$ cat src/rtl/sqlwm_pkg.sv
package sqlwm_pkg;

  // Item actions carried on the input channel.
  typedef enum logic [1:0] {
    ACT_PATTERN = 2'd0,
    ACT_VALUE   = 2'd1,
    ACT_FINISH  = 2'd2,
    ACT_CLEAR   = 2'd3
  } action_e;

  // Special pattern and value bytes.
  localparam logic [7:0] CH_ANY_RUN = 8'h25;
  localparam logic [7:0] CH_ANY_ONE = 8'h5F;
  localparam logic [7:0] CH_SPACE   = 8'h20;

  // Commands from the top level to the pattern store.
  typedef struct packed {
    logic append;
    logic clear;
  } store_cmd_t;

endpackage

$ cat src/rtl/sqlwm_closure.sv
module sqlwm_closure #(
  parameter int Width = 33
) (
  input  logic [Width-1:0] set_i,
  input  logic [Width-1:0] run_i,
  output logic [Width-1:0] closed_o
);

  logic [Width-1:0] gen;
  logic [Width-1:0] sum;
  logic [Width-1:0] carries;

  // A position reached at a run wildcard reaches the next position too, and that
  // chain rides the carry of one add: generate where a set position holds a run
  // wildcard, propagate through further run wildcards.
  assign gen      = run_i & set_i;
  assign sum      = run_i + gen;
  assign carries  = sum ^ run_i ^ gen;
  assign closed_o = set_i | carries;

endmodule

$ cat src/rtl/sqlwm_pattern_store.sv
module sqlwm_pattern_store #(
  parameter int MaxPattern = 32,
  parameter int CntW       = 6
) (
  input  logic                  clk_i,
  input  logic                  rst_ni,
  input  sqlwm_pkg::store_cmd_t cmd_i,
  input  logic [7:0]            data_byte_i,
  output logic [MaxPattern:0]   run_mask_o,
  output logic [MaxPattern:0]   hit_mask_o,
  output logic [CntW-1:0]       count_o,
  output logic                  overflow_o
);
  import sqlwm_pkg::*;

  localparam int IdxW = (MaxPattern > 1) ? $clog2(MaxPattern) : 1;

  logic [7:0]      pat_q [MaxPattern];
  logic [CntW-1:0] count_q, count_d;
  logic            overflow_q, overflow_d;
  logic            full;

  assign full = (count_q == CntW'(MaxPattern));

  // Count and overflow flag.
  always_comb begin
    count_d    = count_q;
    overflow_d = overflow_q;
    if (cmd_i.clear) begin
      count_d    = '0;
      overflow_d = 1'b0;
    end else if (cmd_i.append) begin
      if (full) begin
        overflow_d = 1'b1;
      end else begin
        count_d = count_q + CntW'(1);
      end
    end
  end

  always_ff @(posedge clk_i or negedge rst_ni) begin
    if (!rst_ni) begin
      count_q    <= '0;
      overflow_q <= 1'b0;
    end else begin
      count_q    <= count_d;
      overflow_q <= overflow_d;
    end
  end

  // Pattern bytes; entries at or above the count are never used.
  always_ff @(posedge clk_i) begin
    if (cmd_i.append && !full) begin
      pat_q[count_q[IdxW-1:0]] <= data_byte_i;
    end
  end

  // Per-position classification against the current byte.
  always_comb begin
    run_mask_o = '0;
    hit_mask_o = '0;
    for (int i = 0; i < MaxPattern; i++) begin
      if (CntW'(i) < count_q) begin
        run_mask_o[i] = (pat_q[i] == CH_ANY_RUN);
        hit_mask_o[i] = (pat_q[i] != CH_ANY_RUN) &&
                        ((pat_q[i] == CH_ANY_ONE) || (pat_q[i] == data_byte_i));
      end
    end
  end

  assign count_o    = count_q;
  assign overflow_o = overflow_q;

endmodule

$ cat src/rtl/sql_like_wildcard_matcher_top.sv
// Channel | Direction | Handshake                | Word
// in      | input     | in_valid_i / in_stall_o  | action_i, data_byte_i, invert_i
// out     | output    | out_valid_o / out_stall_i | matched_o, pattern_overflow_o
//
// Every accepted item waits in the input register until it runs; the position update
// then lands in the state and result registers, and a finish result is offered from
// the result register. One item is accepted per cycle while the input is not stalled;
// the position update is a single add across the pattern positions. Reset clears the
// pattern count, the overflow flag and all valid flags, and sets both position sets to
// the start position. Only a finish meeting a stalled, full result register waits in
// the input register and stalls the input; other actions keep flowing.
module sql_like_wildcard_matcher_top #(
  parameter int MAX_PATTERN = 32
) (
  input  logic       clk_i,
  input  logic       rst_ni,
  input  logic       in_valid_i,
  output logic       in_stall_o,
  input  logic [1:0] action_i,
  input  logic [7:0] data_byte_i,
  input  logic       invert_i,
  output logic       out_valid_o,
  input  logic       out_stall_i,
  output logic       matched_o,
  output logic       pattern_overflow_o
);
  import sqlwm_pkg::*;

  localparam int PosW = MAX_PATTERN + 1;
  localparam int CntW = $clog2(MAX_PATTERN + 1);
  localparam logic [PosW-1:0] PosStart = PosW'(1);

  // Input register.
  logic       s1_valid_q, s1_valid_d;
  logic [1:0] s1_action_q;
  logic [7:0] s1_byte_q;
  logic       s1_invert_q;

  // Position sets.
  logic [PosW-1:0] live_q, live_d;
  logic [PosW-1:0] saved_q, saved_d;

  // Result register.
  logic out_valid_q, out_valid_d;
  logic matched_q, matched_d;
  logic ovf_q, ovf_d;

  logic            in_accept;
  logic            is_finish;
  logic            exec;
  store_cmd_t      store_cmd;
  logic [PosW-1:0] run_mask;
  logic [PosW-1:0] hit_mask;
  logic [CntW-1:0] pat_count;
  logic            pat_overflow;
  logic [PosW-1:0] closure_src;
  logic [PosW-1:0] closed;
  logic [PosW-1:0] next_pos;
  logic            hit;

  // An item in the input register runs unless it is a finish with no room for its result.
  assign is_finish  = (s1_action_q == ACT_FINISH);
  assign exec       = s1_valid_q && (!is_finish || !out_valid_q || !out_stall_i);
  assign in_stall_o = s1_valid_q && !exec;
  assign in_accept  = in_valid_i && !in_stall_o;
  assign s1_valid_d = in_accept || (s1_valid_q && !exec);

  always_ff @(posedge clk_i or negedge rst_ni) begin
    if (!rst_ni) begin
      s1_valid_q <= 1'b0;
    end else begin
      s1_valid_q <= s1_valid_d;
    end
  end

  always_ff @(posedge clk_i) begin
    if (in_accept) begin
      s1_action_q <= action_i;
      s1_byte_q   <= data_byte_i;
      s1_invert_q <= invert_i;
    end
  end

  // Pattern store commands.
  assign store_cmd.append = exec && (s1_action_q == ACT_PATTERN);
  assign store_cmd.clear  = exec && (s1_action_q == ACT_CLEAR);

  sqlwm_pattern_store #(
    .MaxPattern(MAX_PATTERN),
    .CntW      (CntW)
  ) u_store (
    .clk_i      (clk_i),
    .rst_ni     (rst_ni),
    .cmd_i      (store_cmd),
    .data_byte_i(s1_byte_q),
    .run_mask_o (run_mask),
    .hit_mask_o (hit_mask),
    .count_o    (pat_count),
    .overflow_o (pat_overflow)
  );

  // One closure unit serves both the value step and the final judgement.
  assign closure_src = is_finish ? saved_q : live_q;

  sqlwm_closure #(
    .Width(PosW)
  ) u_closure (
    .set_i   (closure_src),
    .run_i   (run_mask),
    .closed_o(closed)
  );

  // Run wildcards keep their position; matching bytes advance by one.
  assign next_pos = (closed & run_mask) | ((closed & hit_mask) << 1);
  assign hit      = closed[pat_count];

  // State and result updates.
  always_comb begin
    live_d      = live_q;
    saved_d     = saved_q;
    matched_d   = matched_q;
    ovf_d       = ovf_q;
    out_valid_d = out_valid_q && out_stall_i;
    if (exec) begin
      unique case (s1_action_q)
        ACT_PATTERN, ACT_CLEAR: begin
          live_d  = PosStart;
          saved_d = PosStart;
        end
        ACT_VALUE: begin
          live_d = next_pos;
          if (s1_byte_q != CH_SPACE) begin
            saved_d = next_pos;
          end
        end
        ACT_FINISH: begin
          live_d      = PosStart;
          saved_d     = PosStart;
          out_valid_d = 1'b1;
          ovf_d       = pat_overflow;
          matched_d   = !pat_overflow && (hit != s1_invert_q);
        end
        default: begin
          live_d = live_q;
        end
      endcase
    end
  end

  always_ff @(posedge clk_i or negedge rst_ni) begin
    if (!rst_ni) begin
      live_q      <= PosStart;
      saved_q     <= PosStart;
      out_valid_q <= 1'b0;
    end else begin
      live_q      <= live_d;
      saved_q     <= saved_d;
      out_valid_q <= out_valid_d;
    end
  end

  always_ff @(posedge clk_i) begin
    matched_q <= matched_d;
    ovf_q     <= ovf_d;
  end

  assign out_valid_o        = out_valid_q;
  assign matched_o          = matched_q;
  assign pattern_overflow_o = ovf_q;

endmodule
$ cat config.mk
export PLATFORM = sky130hd
export DESIGN_NAME = sql_like_wildcard_matcher_top
export DESIGN_NICKNAME = d
export VERILOG_FILES = /design/src/rtl/sqlwm_pkg.sv /design/src/rtl/sqlwm_closure.sv /design/src/rtl/sqlwm_pattern_store.sv /design/src/rtl/sql_like_wildcard_matcher_top.sv
export SDC_FILE = /design/constraint.sdc
export NUM_CORES = 1
export LEC_CHECK = 0
export BUFFER_PORTS_ARGS = -buffer_cell sky130_fd_sc_hd__buf_2
export CAP_MARGIN = 20
export CORE_ASPECT_RATIO = 1.4
export CORE_MARGIN = 8
export CORE_UTILIZATION = 50
export CTS_BUF_LIST = sky130_fd_sc_hd__clkbuf_4 sky130_fd_sc_hd__clkbuf_8 sky130_fd_sc_hd__clkbuf_16
export DETAILED_ROUTE_END_ITERATION = 6
export HOLD_SLACK_MARGIN = 0.06
export PLACE_DENSITY = 0.72
export SETUP_SLACK_MARGIN = 0.1
export SLEW_MARGIN = 20
export SYNTH_ARGS = -nofsm -noshare
export SYNTH_HDL_FRONTEND = slang
export SYNTH_SLANG_ARGS = --single-unit
$ cat constraint.sdc
create_clock -name clk_i -period 4.7 [get_ports clk_i]
set_input_delay 0.235 -clock clk_i [delete_from_list [all_inputs] [get_ports clk_i]]
set_output_delay 0.235 -clock clk_i [all_outputs]
set_load 0.05 [all_outputs]
After elaboration in Yosys (flattened, before gate mapping)
Memory sizes are Yosys's and may differ from the RTL's.
Cells that the tools add are included.
{ "word_totals": {"regBits": 88, "ram_bits": 256, "input_bits": 15, "output_inout_bits": 4, "word_cells": 360, "n_memories": 1} }
{ "op_classes": {"add_sub_neg": 2, "n_lt_le_gt_ge": 33, "n_eq_ne": 136, "n_mux": 80, "bitwise": 7, "reduce_logical": 90} }
{ "memory_table": {"columns": ["memory", "words", "word_bits", "rd", "rd_clocked_by_memory_dff", "write_ports", "line_no", "rtl"], "rows": [
  ["u_store.pat_q", 32, 8, 32, 0, 1, "sqlwm_pattern_store.sv:18", "logic [7:0] pat_q [MaxPattern];"]
]} }
{ "ops": {"columns": ["op", "count"], "rows": [
  ["8-bit by 6-bit != test with 1-bit output (second input constant)", 33],
  ["8-bit by 6-bit equality test with 1-bit output (second input constant)", 32],
  ["8-bit by 7-bit equality test with 1-bit output (second input constant)", 32],
  ["8-bit equality test", 32],
  ["33-bit case mux with 2 select lines", 2],
  ["5-bit by 6-bit < comparator with 1-bit output (first input constant)", 16],
  ["1-bit two-way mux", 72],
  ["33-bit two-way mux", 2],
  ["33-bit OR", 2],
  ["4-bit by 6-bit < comparator with 1-bit output (first input constant)", 8],
  ["1-bit logical AND", 40],
  ["1-bit logical OR", 35],
  ["32-bit by 33-bit adder with 33-bit output", 1],
  ["32-bit by 33-bit bitwise AND with 33-bit output", 1],
  ["33-bit by 32-bit bitwise AND with 33-bit output", 1],
  ["33-bit by 32-bit bitwise XOR with 33-bit output", 1],
  ["33-bit bitwise XOR", 1],
  ["32-bit bitwise AND", 1],
  ["3-bit by 6-bit < comparator with 1-bit output (first input constant)", 4],
  ["6-bit two-way mux", 3],
  ["1-bit by 6-bit < comparator with 1-bit output (first input constant)", 2],
  ["2-bit by 6-bit < comparator with 1-bit output (first input constant)", 2],
  ["2-bit AND reduction", 4],
  ["1-bit logical NOT", 7],
  ["11 further kinds", 14]
]} }

Depth between registers and ports, before layout
An unclocked memory read counts as a cell.
{ "depth": {"word_depth": 12, "mapped_depth": 20, "depth_no_buf": 17} }

Hierarchy
Synthesis repeated with hierarchy kept, for this count alone.
{ "hier_totals": {"hier_cells": 1565, "area_unflattened_um2": 18755.5} }
{ "modules_own_cells": {"columns": ["mod", "n_inst", "cells_per_inst", "area_each_um2", "seq_area_each_um2"], "rows": [
  ["sqlwm_pattern_store", 1, 1043, 13217.7, 7862.5],
  ["sql_like_wildcard_matcher_top", 1, 307, 4205.3, 2094.5],
  ["sqlwm_closure", 1, 215, 1332.5, 0.0]
]} }

Worst setup path before layout
OpenSTA, ideal clock, no wires.
{ "synth_timing": {"kind": "register to register", "from": "reg s1_action_q[1]", "to": "reg matched_q (netlist: matched_o) (data pin)", "setup_time_ns": 0.138, "arrival_time_ns": 4.746, "t_required_ns": 4.562, "slack_ns": -0.184, "stages_incl_launch_ff": 21, "n_path_buf": 5, "synth_period_minus_slack_ns": 4.884, "cell_sequence": "edfxtp_1 clkbuf_1 nand2b_1 buf_2 buf_1 buf_2 buf_2 mux2_2 nor3_1 ha_1 nor2_1 mux2i_1 o221ai_1 a2111oi_2 nor2_1 a311oi_1 o21ai_1 nand4_1 o211ai_1 or4_1 nand4_1"} }
{ "synth_between": {"elab_chain_cells": 11} }
{ "synth_rtl": {"columns": ["element", "line_no", "rtl"], "rows": [
  ["from (decl)", "sql_like_wildcard_matcher_top.sv:35", "logic [1:0] s1_action_q;"],
  ["from (signal assigned)", "sql_like_wildcard_matcher_top.sv:78", "s1_action_q <= action_i;"],
  ["2-bit equality test (*)", "sql_like_wildcard_matcher_top.sv:62", "assign is_finish = (s1_action_q == ACT_FINISH);"],
  ["33-bit two-way mux (*)", "sql_like_wildcard_matcher_top.sv:103", "assign closure_src = is_finish ? saved_q : live_q;"],
  ["32-bit by 33-bit bitwise AND with 33-bit output", "sqlwm_closure.sv:16", "assign gen = run_i & set_i;"],
  ["32-bit by 33-bit adder with 33-bit output", "sqlwm_closure.sv:17", "assign sum = run_i + gen;"],
  ["33-bit by 32-bit bitwise XOR with 33-bit output", "sqlwm_closure.sv:18", "assign carries = sum ^ run_i ^ gen;"],
  ["33-bit bitwise XOR", "sqlwm_closure.sv:18", null],
  ["33-bit OR (*)", "sqlwm_closure.sv:19", "assign closed_o = set_i | carries;"],
  ["1-bit binary-select mux with 6-bit select (*)", "sql_like_wildcard_matcher_top.sv:115", "assign hit = closed[pat_count];"],
  ["1-bit two-way mux (not written as such) (*)", "sql_like_wildcard_matcher_top.sv:115", null],
  ["1-bit != test (*)", "sql_like_wildcard_matcher_top.sv:141", "matched_d = !pat_overflow && (hit != s1_invert_q);"],
  ["1-bit logical AND (*)", "sql_like_wildcard_matcher_top.sv:141", null],
  ["to (signal assigned)", "sql_like_wildcard_matcher_top.sv:163", "matched_q <= matched_d;"],
  ["to (decl)", "sql_like_wildcard_matcher_top.sv:45", "logic matched_q, matched_d;"]
]} }
Mark *: on every way between the ends. The rest lies on a longest branch, timed or not. The select of a mux whose other input is x is not followed.
A chain may end at the register's enable or synchronous reset.

==> flow_summary.json <==
{
  "status": "finished clean",
  "antenna_found_initial": 0,
  "r2r_start": "u_store.pat_q[0][3]$_DFFE_PP_",
  "ctsHtreeMaxLevel": 2,
  "slew_headroom_pct": 33.5,
  "whs_ns": 0.141,
  "clock_latency_ns": 0.54,
  "combPwrFrac_pct": 12.6,
  "holdCritPathClass": "input pin to register",
  "cts_tree": "done",
  "syn_inst": 1784,
  "multi_input_area_sq_um": 9370,
  "p_sw_share_pct": 25.3,
  "layout_setup_ws_ns": 0.248,
  "grt_overflow": 0,
  "first_pass_iters": 6,
  "grt_max_degree": 76,
  "ios": 19,
  "worst_setup_path_start_kind": "register",
  "cap_violations": 0,
  "crit_path_max_fanout": 5,
  "worstHoldStart": "out_stall_i",
  "fill_cells": 3241,
  "reg2reg_depth": 16,
  "cellInternalPower_mw": 5.23,
  "synth.distinct_cells": 87,
  "antenna_left": 0,
  "synth_edf_count": 269,
  "p_leak_nw": 7.44,
  "clk_pin_slew_worst_paths_ns": 0.07,
  "seqPwrFrac_pct": 47.9,
  "hold_viol_final": 0,
  "synth_seq_cells": 344,
  "peakVddDrop_mv": 0.230,
  "clockRootBuffer": "clkbuf_16",
  "port_buffers": 18,
  "seq_area_sq_um": 9960,
  "clock.fmax_mhz": 225,
  "layout-drive-gt1-share_pct": 15.2,
  "async_flop_share_pct": 21.8,
  "min_period_ns": 4.45,
  "dieArea_sq_um": 45900,
  "clock_path_buffers": 3,
  "wl_microns": 59100,
  "final_net_count": 1908,
  "worst_hold_path.num_cells": 3,
  "fin_worst_skew_ns": 0.0241,
  "die_y_microns": 250,
  "clock-sinks": 344,
  "tns_ns": 0,
  "syn2layout_area_growth_pct": 13.9,
  "fin_util_pct": 57.2,
  "grt_pass1_vias": 15579,
  "num_antenna_cells": 0,
  "grt_pass1_wl_microns": 90500,
  "cts_buffers": 34,
  "routed-via-count": 15480,
  "gp_congestion": 1.02,
  "drt-initial-drc-count": 1220,
  "cp.arrival_ns": 4.85,
  "finalNonFillerCells": 2440,
  "fin_crit_sh_pct": 94.7,
  "r2r_end": "matched_o$_DFFE_PP_",
  "cp-end-kind": "register",
  "pre_cts_ws_ns": 0.121,
  "holdPathEnd": "out_valid_o$_DFF_PN0_",
  "viasPerCell": 6.34,
  "dpl.cell_count": 2363,
  "path_class": "register to register",
  "power.density_nw_per_um2": 314,
  "cp.required_ns": 5.09,
  "tightest_slew_ns": 0.995,
  "yosysSeqAreaShare_pct": 50.8,
  "power_frac_clock_pct": 39.6,
  "grt_use_total_pct": 25.4,
  "initial_core_util_pct": 50.2,
  "drc_errors": 0,
  "fp.dieW_microns": 183,
  "p_sw_mw": 1.78,
  "dp_hpwl_microns": 42300,
  "post_drt_wl_per_cell_microns": 24.2,
  "final_max_slew_viol_count": 0,
  "syn_area_per_cell_sq_um": 11.0,
  "yosysWarnings": 0,
  "synth_nets": 1805,
  "synth-main-ff-cell": "edfxtp_1",
  "synth_area_sq_um": 19600,
  "rsz0062_at_grt": "false",
  "coreArea_sq_um": 39100,
  "placement_rows": 86,
  "setup_viol_count_final": 0,
  "ff2ff_setup_slack_ns": 0.25
}
-- layout by cell type (no fill, tap or decap), drive strengths merged, types with 16 or more instances in the layout --
cell	instances
nand2	138
clkbuf	40
nand4	61
xor2	105
buf	132
dfrtp	73
nand3	35
nor2	132
xnor2	155
o21ai	82
o31ai	33
a21oi	56
or4b	37
nand3b	38
a2111oi	16
inv	20
nor3	56
nand4b	26
or3	18
nor4	53
mux2	41
mux2i	33
edfxtp	269
-- Yosys cell counts (all sizes together) (18+ instances only) --
| library cell | instances | area (sq um) |
|---|---|---|
| or3 | 18 | 113 |
| nand4b | 26 | 228 |
| o31ai | 33 | 248 |
| nand3 | 35 | 175 |
| dfrtp | 73 | 1830 |
| nor4 | 53 | 338 |
| nand2 | 138 | 518 |
| xor2 | 105 | 920 |
| o21ai | 82 | 410 |
| mux2 | 41 | 462 |
| or4b | 37 | 378 |
| nand3b | 38 | 285 |
| nor2 | 132 | 498 |
| mux2i | 33 | 330 |
| nor3 | 56 | 285 |
| a21oi | 56 | 280 |
| edfxtp | 269 | 8080 |
| nand4 | 61 | 388 |
| clkbuf | 54 | 203 |
| buf | 24 | 97.6 |
| xnor2 | 155 | 1360 |
-- registers in the layout, indices dropped and copies added (netlist names) --
name                flops
s1_byte_q               8
u_store.overflow_o      1
s1_valid_q              1
s1_action_q             2
u_store.count_o         6
s1_invert_q             1
saved_q                33
u_store.pat_q         256
out_valid_o             1
live_q                 33
pattern_overflow_o      1
matched_o               1
-- kinds of logic (layout without fill, tap and decap cells) --
kind of cell / after synthesis / in the layout / share of synthesized area [%]
and+or+nand+nor: 689 / 689 / 20.1
AOI/OAI and AO/OA: 316 / 316 / 11.2
muxes: 74 / 74 / 4.04
xor gates and xnor gates: 260 / 260 / 11.6
DFF: 344 / 344 / 50.8
adders and majority gates: 6 / 6 / 0.383
buffers and inverters: 95 / 223 / 1.86
-- worst max path at each step --
stage | slack (ns) | end | startpoint
CTS | 0.10 | matched_o$_DFFE_PP_ | u_store.count_o[1]$_DFFE_PN0P_
global placement | 0.27 | matched_o$_DFFE_PP_ | u_store.count_o[0]$_DFFE_PN0P_
finish | 0.25 | matched_o$_DFFE_PP_ | u_store.pat_q[0][3]$_DFFE_PP_
detailed placement | 0.12 | matched_o$_DFFE_PP_ | u_store.count_o[0]$_DFFE_PN0P_
global route | 0.04 | matched_o$_DFFE_PP_ | u_store.pat_q[0][3]$_DFFE_PP_
floorplan | 0.11 | matched_o$_DFFE_PP_ | u_store.count_o[0]$_DFFE_PN0P_
-- area by class of cell --
type | instances | share of cell area, %
Tap cell | 528 | 2.96
Clock buffer | 40 | 4.09
Inverter | 17 | 0.286
Clock inverter | 21 | 0.963
Sequential cell | 344 | 44.6
Timing Repair Buffer | 145 | 5.18
Multi-Input combinational cell | 1345 | 42.0
-- stage by stage --
stage,instance area [sq um],total power [mW]
after floorplan,19600,3.91
after global placement,21000,4.25
after detailed placement,21000,4.27
after CTS,22300,7.04
after global routing,22300,7.21
final,22300,7.01
-- layer usage --
| layer | share of wire, % | wire, microns | vias up | GRT usage (%) |
|---|---|---|---|---|
| li1 | - | - | 7034 | - |
| met1 | 38 | 22200 | 7669 | 28.6 |
| met2 | 51 | 30400 | 574 | 45.6 |
| met3 | 4.9 | 2920 | 203 | 3.13 |
| met4 | 6.0 | 3580 | 0 | 14.7 |
| met5 | 0 | 0 | - | 0 |
-- repair_timing --
action	in CTS	in global routing
setup endpoints to repair	0	11
buffers inserted	0	3
hold buffers	13	0
gates resized for setup	0	9
endpoints found under the hold margin	85	0
-- power groups by stage --
stage                     Combinational (mW)  Clock, mW  Sequential, mW
final                                  0.880       2.77            3.36
after global placement                 0.834          0            3.42
after floorplan                        0.478          0            3.43
after detailed placement               0.849          0            3.42
after global routing                   0.925       2.93            3.36
after CTS                              0.861       2.82            3.35
-- critical path, stage by stage, from the launching register on --
cell	delay, ns
edfxtp_1	0.44
or4b_2	0.71
nor4b_2	0.27
buf_4	0.17
ha_1	0.24
nor2_1	0.07
mux2i_1	0.23
o221ai_2	0.21
a2111oi_4	0.38
buf_4	0.19
o2111ai_2	0.13
nand4_1	0.15
a21oi_1	0.08
o21ai_0	0.20
o211ai_1	0.19
or4_1	0.50
nand4_1	0.12
No activity file was read; power rests on OpenSTA's default activity.
